## src/hw/rtl/umrx_pkg.sv

```systemverilog
`timescale 1ns / 1ps
`default_nettype none
// ----------------------------------------------------------------------------
// umrx_pkg
// Types, codes and the CIN length table of the USB-MIDI event packet receiver.
// ----------------------------------------------------------------------------
package umrx_pkg;

  localparam int QUEUE_DEPTH  = 16;
  localparam int PACKET_BYTES = 4;
  localparam int IDX_W        = (QUEUE_DEPTH > 1) ? $clog2(QUEUE_DEPTH) : 1;
  localparam int FILL_W       = $clog2(QUEUE_DEPTH + 1);
  localparam int LEVEL_W      = 5;

  localparam logic [7:0] SYSEX_BEGIN = 8'hF0;
  localparam logic [7:0] SYSEX_EOX   = 8'hF7;

  typedef enum logic {
    OP_RECV = 1'b0,
    OP_POP  = 1'b1
  } op_t;

  typedef enum logic [2:0] {
    ST_QUEUED   = 3'd0,
    ST_MISROUTE = 3'd1,
    ST_MISC     = 3'd2,
    ST_CABLE    = 3'd3,
    ST_FULL     = 3'd4,
    ST_POPPED   = 3'd5,
    ST_EMPTY    = 3'd6
  } status_t;

  typedef enum logic [1:0] {
    TAG_NONE  = 2'd0,
    TAG_START = 2'd1,
    TAG_MID   = 2'd2,
    TAG_END   = 2'd3
  } tag_t;

  // code index numbers
  localparam logic [3:0] CIN_MISC          = 4'h0;
  localparam logic [3:0] CIN_CABLE         = 4'h1;
  localparam logic [3:0] CIN_COMMON2       = 4'h2;
  localparam logic [3:0] CIN_SYSEX_START   = 4'h4;
  localparam logic [3:0] CIN_SYSEX_END1    = 4'h5;
  localparam logic [3:0] CIN_SYSEX_END2    = 4'h6;
  localparam logic [3:0] CIN_SYSEX_END3    = 4'h7;
  localparam logic [3:0] CIN_PROG_CHANGE   = 4'hC;
  localparam logic [3:0] CIN_CHAN_PRESSURE = 4'hD;
  localparam logic [3:0] CIN_SINGLE_BYTE   = 4'hF;

  typedef struct packed {
    op_t        opcode;
    logic [7:0] header_byte;
    logic [7:0] pkt_byte1;
    logic [7:0] pkt_byte2;
    logic [7:0] pkt_byte3;
  } umrx_in_t;

  typedef struct packed {
    status_t            status;
    logic               bad_sysex_start;
    logic               missing_eox;
    logic [7:0]         msg_byte0;
    logic [7:0]         msg_byte1;
    logic [7:0]         msg_byte2;
    logic [1:0]         msg_len;
    tag_t               msg_tag;
    logic [LEVEL_W-1:0] queue_level;
  } umrx_out_t;

  typedef struct packed {
    logic [7:0] b0;
    logic [7:0] b1;
    logic [7:0] b2;
    logic [1:0] len;
    tag_t       tag;
  } entry_t;

  function automatic logic [1:0] cin_len(input logic [3:0] cin);
    logic [1:0] len;
    len = 2'd3;
    case (cin) inside
      CIN_COMMON2, CIN_SYSEX_END2, CIN_PROG_CHANGE, CIN_CHAN_PRESSURE: len = 2'd2;
      CIN_SYSEX_END1, CIN_SINGLE_BYTE:                                 len = 2'd1;
      default:                                                         len = 2'd3;
    endcase
    return len;
  endfunction

endpackage
`default_nettype wire

```

## src/hw/rtl/usb_midi_event_packet_receiver_top.sv

```systemverilog
`timescale 1ns / 1ps
`default_nettype none
// ----------------------------------------------------------------------------
// usb_midi_event_packet_receiver_top
// USB-MIDI 1.0 event packet receiver with a message queue.
//
// Input channel (in_valid/in_ready/in_data): one request per beat, either a
// received 4-byte event packet or a pop of the oldest queued message.
// Result channel (out_valid/out_ready/out_data): exactly one result per
// request, in request order.
// Config: cfg_wr_en/cfg_wr_data sets the own cable number; the user must
// write it only while the block is idle, which the block does not enforce.
// Path: an accepted request goes from the input register through one pass
// of packet/queue logic into the result register. Throughput: one request
// per cycle while out_ready is high.
// The queue lives in flip-flops and is read at the head in the same pass.
// Stall: when out_ready is low and the result register is full, the input
// register holds and in_ready drops once it is full too; nothing is lost.
// Reset: own cable 0, SysEx run flag clear, queue empty, both channels idle.
// ----------------------------------------------------------------------------
module usb_midi_event_packet_receiver_top (
  input  wire                      clk,
  input  wire                      rst_n,
  input  wire                      in_valid,
  output logic                     in_ready,
  input  wire umrx_pkg::umrx_in_t  in_data,
  output logic                     out_valid,
  input  wire                      out_ready,
  output umrx_pkg::umrx_out_t      out_data,
  input  wire                      cfg_wr_en,
  input  wire  [3:0]               cfg_wr_data
);

  localparam int SUM_W = umrx_pkg::FILL_W + 1;

  logic                          req_valid_r;
  umrx_pkg::umrx_in_t            req_r;
  logic                          out_valid_r;
  umrx_pkg::umrx_out_t           out_r;
  logic [3:0]                    own_cable_r;
  logic                          run_r;
  logic                          run_nxt;
  logic [umrx_pkg::IDX_W-1:0]    head_r;
  logic [umrx_pkg::IDX_W-1:0]    head_nxt;
  logic [umrx_pkg::FILL_W-1:0]   fill_r;
  logic [umrx_pkg::FILL_W-1:0]   fill_nxt;
  umrx_pkg::entry_t              queue_r [umrx_pkg::QUEUE_DEPTH];

  logic                          advance;
  umrx_pkg::umrx_out_t           res;
  umrx_pkg::entry_t              wr_entry;
  logic                          wr_en;
  logic [SUM_W-1:0]              tail_sum;
  logic [umrx_pkg::IDX_W-1:0]    tail;
  logic [3:0]                    cin;
  logic [1:0]                    len;
  logic [7:0]                    last_byte;
  logic                          is_end;
  umrx_pkg::entry_t              head_entry;

  assign advance   = !out_valid_r || out_ready;
  assign in_ready  = !req_valid_r || advance;
  assign out_valid = out_valid_r;
  assign out_data  = out_r;

  assign cin        = req_r.header_byte[3:0];
  assign len        = umrx_pkg::cin_len(cin);
  assign head_entry = queue_r[head_r];

  always_comb begin
    tail_sum = SUM_W'(head_r) + SUM_W'(fill_r);
    if (tail_sum >= SUM_W'(umrx_pkg::QUEUE_DEPTH)) begin
      tail_sum = tail_sum - SUM_W'(umrx_pkg::QUEUE_DEPTH);
    end
    tail = tail_sum[umrx_pkg::IDX_W-1:0];
  end

  always_comb begin
    case (len)
      2'd1:    last_byte = req_r.pkt_byte1;
      2'd2:    last_byte = req_r.pkt_byte2;
      default: last_byte = req_r.pkt_byte3;
    endcase
  end

  always_comb begin
    res      = '0;
    run_nxt  = run_r;
    head_nxt = head_r;
    fill_nxt = fill_r;
    wr_en    = 1'b0;
    is_end   = 1'b0;
    wr_entry.b0  = req_r.pkt_byte1;
    wr_entry.b1  = (len > 2'd1) ? req_r.pkt_byte2 : 8'h00;
    wr_entry.b2  = (len > 2'd2) ? req_r.pkt_byte3 : 8'h00;
    wr_entry.len = len;
    wr_entry.tag = umrx_pkg::TAG_NONE;

    if (req_r.opcode == umrx_pkg::OP_POP) begin
      if (fill_r == '0) begin
        res.status = umrx_pkg::ST_EMPTY;
      end else begin
        res.status    = umrx_pkg::ST_POPPED;
        res.msg_byte0 = head_entry.b0;
        res.msg_byte1 = head_entry.b1;
        res.msg_byte2 = head_entry.b2;
        res.msg_len   = head_entry.len;
        res.msg_tag   = head_entry.tag;
        head_nxt = (head_r == umrx_pkg::IDX_W'(umrx_pkg::QUEUE_DEPTH - 1)) ?
                   '0 : head_r + 1'b1;
        fill_nxt = fill_r - 1'b1;
      end
    end else if (req_r.header_byte[7:4] != own_cable_r) begin
      res.status = umrx_pkg::ST_MISROUTE;
    end else if (cin == umrx_pkg::CIN_MISC) begin
      res.status = umrx_pkg::ST_MISC;
    end else if (cin == umrx_pkg::CIN_CABLE) begin
      res.status = umrx_pkg::ST_CABLE;
    end else begin
      if (cin == umrx_pkg::CIN_SYSEX_START) begin
        if (!run_r) begin
          res.bad_sysex_start = (req_r.pkt_byte1 != umrx_pkg::SYSEX_BEGIN);
          run_nxt             = 1'b1;
          wr_entry.tag        = umrx_pkg::TAG_START;
        end else begin
          wr_entry.tag = umrx_pkg::TAG_MID;
        end
      end else if (cin == umrx_pkg::CIN_SYSEX_END2 || cin == umrx_pkg::CIN_SYSEX_END3) begin
        is_end = 1'b1;
      end else if (cin == umrx_pkg::CIN_SYSEX_END1) begin
        is_end = run_r || (req_r.pkt_byte1 == umrx_pkg::SYSEX_EOX);
      end

      if (is_end) begin
        res.missing_eox = (last_byte != umrx_pkg::SYSEX_EOX);
        wr_entry.tag    = (!run_r && req_r.pkt_byte1 == umrx_pkg::SYSEX_BEGIN) ?
                          umrx_pkg::TAG_NONE : umrx_pkg::TAG_END;
        run_nxt         = 1'b0;
      end

      if (fill_r >= umrx_pkg::FILL_W'(umrx_pkg::QUEUE_DEPTH)) begin
        res.status = umrx_pkg::ST_FULL;
      end else begin
        res.status = umrx_pkg::ST_QUEUED;
        wr_en      = 1'b1;
        fill_nxt   = fill_r + 1'b1;
      end
    end
    res.queue_level = umrx_pkg::LEVEL_W'(fill_nxt);
  end

  always_ff @(posedge clk) begin
    if (!rst_n) begin
      req_valid_r <= 1'b0;
      out_valid_r <= 1'b0;
      own_cable_r <= '0;
      run_r       <= 1'b0;
      head_r      <= '0;
      fill_r      <= '0;
    end else begin
      if (cfg_wr_en) begin
        own_cable_r <= cfg_wr_data;
      end
      if (in_ready) begin
        req_valid_r <= in_valid;
      end
      if (advance) begin
        out_valid_r <= req_valid_r;
        if (req_valid_r) begin
          run_r  <= run_nxt;
          head_r <= head_nxt;
          fill_r <= fill_nxt;
        end
      end
    end
  end

  always_ff @(posedge clk) begin
    if (in_ready && in_valid) begin
      req_r <= in_data;
    end
    if (advance && req_valid_r) begin
      out_r <= res;
    end
    if (advance && req_valid_r && wr_en) begin
      queue_r[tail] <= wr_entry;
    end
  end

  // checks
  a_fill_bound: assert property (@(posedge clk) disable iff (!rst_n)
    fill_r <= umrx_pkg::FILL_W'(umrx_pkg::QUEUE_DEPTH))
    else $error("queue fill beyond depth");

  a_pop_len: assert property (@(posedge clk) disable iff (!rst_n)
    (out_valid_r && out_r.status == umrx_pkg::ST_POPPED) |-> (out_r.msg_len != 2'd0))
    else $error("popped entry with zero length");

  a_queued_level: assert property (@(posedge clk) disable iff (!rst_n)
    (out_valid_r && out_r.status == umrx_pkg::ST_QUEUED) |-> (out_r.queue_level != '0))
    else $error("queued result with empty queue level");

  a_stall_only: assert property (@(posedge clk) disable iff (!rst_n)
    !in_ready |-> (req_valid_r && out_valid_r && !out_ready))
    else $error("input stalled without a full pipeline");

  a_fill_step: assert property (@(posedge clk) disable iff (!rst_n)
    !(advance && req_valid_r) |=> $stable(fill_r))
    else $error("queue fill moved without a request");

endmodule
`default_nettype wire
```

## config.mk

```make
export PLATFORM = sky130hd
export DESIGN_NAME = usb_midi_event_packet_receiver_top
export DESIGN_NICKNAME = d
export VERILOG_FILES = /design/src/hw/rtl/umrx_pkg.sv /design/src/hw/rtl/usb_midi_event_packet_receiver_top.sv
export SDC_FILE = /design/constraint.sdc
export NUM_CORES = 1
export LEC_CHECK = 0
export ABC_AREA = 1
export BUFFER_PORTS_ARGS = -buffer_cell sky130_fd_sc_hd__buf_4
export CORE_MARGIN = 2
export CORE_UTILIZATION = 52
export CTS_CLUSTER_SIZE = 25
export DETAILED_ROUTE_END_ITERATION = 6
export GPL_TIMING_DRIVEN = 0
export PLACE_DENSITY = 0.72
export SLEW_MARGIN = 30
export SYNTH_ARGS = -nofsm -noshare
export SYNTH_HDL_FRONTEND = slang
export SYNTH_SLANG_ARGS = --single-unit
```

## constraint.sdc

```tcl
create_clock -name clk -period 7.15 [get_ports clk]
set_input_delay 0.3575 -clock clk [delete_from_list [all_inputs] [get_ports clk]]
set_output_delay 0.3575 -clock clk [all_outputs]
set_load 0.05 [all_outputs]
```

==> results.py <==
metrics = {
    "sta": {
        "hold_viol": 0,
        "setup_viol": 0,
        "finClkSkew_ps": 16.4,
        "drv_slew": 0,
        "hold_ws_ps": 90.9,
        "tightestPinTransition_ps": 941,
        "slew_headroom_pct": 37.3,
        "fmax_mhz": 321,
        "layout_min_cycle_time_ps": 3120,
        "setup-tns-final_ps": 0,
        "rsz0062_at_grt": "false",
        "period_share_pct": 43.6,
    },
    "floorplanning": {
        "ios": 82,
        "chipHeight_um": 207,
        "die_w_um": 207,
        "initial_utilization_pct": 52.7,
        "rows": 74,
        "fp.coreArea_um2": 40800,
        "dieArea_um2": 43000,
    },
    "run_status": {
        "outcome": "complete, no violations",
    },
    "detailed_routing": {
        "wl_per_cell_um": 23.0,
        "wl_um": 56400,
        "drc": 0,
        "first_iter_violations": 1748,
        "viasPerCell": 5.92,
        "drtAntennaViolNets": 0,
        "via_count": 14487,
        "firstDrtPassIters": 5,
    },
    "global_routing": {
        "grt_util_met2_pct": 42.0,
        "grt_pass1_vias": 14321,
        "use_met1_pct": 35.3,
        "grt_most_used_layer": "met2",
        "grt.total_usage_pct": 25.8,
        "antenna_found_initial": 0,
        "grt_remaining_overflow": 0,
        "grtUsageMet3_pct": 4.15,
        "grt_start_max_net_pins": 34,
        "grt_pass1_wl_um": 84500,
    },
    "yosys": {
        "synthFlopType": "edfxtp_1",
        "synth-edff-count": 519,
        "synth_cell_types": 41,
        "synth-async-reset-ratio_pct": 0,
        "yosysSeqAreaShare_pct": 73.9,
        "synth_seq_cells": 535,
        "syn_area_per_cell_um2": 12.7,
        "synth_area_um2": 21500,
        "syn_nets": 1741,
        "syn-instance-count": 1691,
        "yosysWarnings": 0,
    },
    "flow_run": {
        "max-cap-violations": 0,
    },
    "clocking": {
        "cts_sinks": 535,
        "path_clk_slew_ps": 60,
        "numCtsBuffers": 51,
        "cts_hold_buf": 33,
        "clkLatencyLatePin_ps": 580,
        "cts_tree": "built",
        "htreeDepth": 2,
        "ctsResizeCount": 0,
        "clockBufferDepth": 3,
        "cts_root_buf": "clkbuf_16",
        "post_cts_buffers": 0,
    },
    "min_path": {
        "hold_path.class": "input port to flop",
    },
    "place": {
        "hpwl_um": 36200,
        "gp_congestion": 0.923,
        "port_buffers": 80,
    },
    "setup_path": {
        "worstPathRequired_ps": 7430,
        "arrival_ps": 3390,
        "critPathMaxFanout": 21,
        "cp-start-kind": "flop",
        "rrSetupSlack_ps": 4030,
        "endpoint_kind": "flop",
        "path_class": "flop to flop",
    },
    "power_and_ir_drop": {
        "p_per_area_nw_per_um2": 264,
        "p_leak_nw": 8.74,
        "peakVddDrop_mv": 0.211,
    },
    "layout": {
        "final_layout_size_suffix_gt1_share_pct": 14.8,
        "n_antenna_cell": 0,
        "final_nets": 1925,
        "syn_to_final_growth_pct": 18.2,
    },
}
==> report_power, final <==
part / leakage, nW / total (mW) / internal [mW] / switching (mW)
clock network: 0.822 / 2.70 / 1.57 / 1.13
registers: 4.82 / 3.52 / 3.49 / 0.0338
logic: 3.10 / 0.485 / 0.142 / 0.342
==> synthesized netlist by cell type, drive strengths merged, types with 7 or more instances <==
master  instances  share of area, %
edfxtp        519                72
nor2          332               6.0
o21ai         255               5.9
nand2         148               2.8
inv            81               1.4
o211ai         56               2.0
o22ai          56               1.7
buf            53               1.8
nand3          52               1.2
clkbuf         41              0.73
a21oi          34              0.90
dfxtp          16               1.5
a31oi          14              0.41
nand4          10              0.32
ha              7              0.41
==> cell type report <==
class / instances / area (um^2)
flip-flops and latches: 535 / 15900
fillers: 2894 / 15400
multi-input cells: 980 / 4920
repair buffers: 131 / 1430
clock buffers: 67 / 1420
well taps: 532 / 666
plain buffers: 94 / 542
inverters: 82 / 308
clock inverters: 27 / 254
==> through the flow <==
step	power, mW	cells	instance area (um^2)	setup slack, ps	util, %
2_1_floorplan	3.85	1691	21500	3670	-
3_3_place_gp	4.02	2303	22800	2130	55.8
3_5_place_dp	4.04	2321	23400	3990	57.4
4_1_cts	6.70	2448	25400	4050	62.3
5_1_grt	6.87	2448	25400	3910	62.3
6_report	6.71	2448	25400	4030	62.3
==> logic make-up after synthesis <==
logic type	synth area share, %
AOI/OAI and AO/OA	11.0
xor gates and xnor gates	0.163
adders and majority gates	0.500
buffers and inverters	3.95
DFF	73.9
and+or+nand+nor	10.5
==> final timing paths <==
kind	startpoint	to	depth (start not counted)
min	cfg_wr_data[2]	own_cable_r[2]	3
max	out_valid	queue_r[11][17]	10
min reg2reg	own_cable_r[2]	own_cable_r[2]	2
max reg2reg	out_valid	queue_r[11][17]	10
==> sequential cells by signal, indices dropped and copies added, names as in the netlist <==
register	cells
queue_r	448
out_data	38
req_r	29
fill_r	5
cin	4
head_r	4
own_cable_r	4
out_valid	1
req_valid_r	1
run_r	1
==> per-layer routing <==
layer	part of all wire (%)	vias to the layer above
li1	-	6503
met1	39	7077
met2	48	793
met3	9.4	114
met4	3.8	0
met5	0	-
==> worst max-delay path, cell delays in order (launching register included) <==
cell and delay, ps:
dfxtp_1 320, inv_1 60, nor2_1 80, nor2_4 420
buf_16 220, buf_16 180, inv_2 120, nor2_4 170
nand3_1 350, nor2_4 650, buf_16 230
==> cell usage in the layout (no fill, tap or decap), drive strengths merged, types with 33 or more instances in the layout <==
master,n
a21oi,34
clkbuf,108
inv,81
nand3,52
o22ai,56
nand2,148
o211ai,56
o21ai,255
dlygate4sd3,33
edfxtp,519
buf,151
nor2,332
Note: power is estimated with default switching activity, not from simulation.
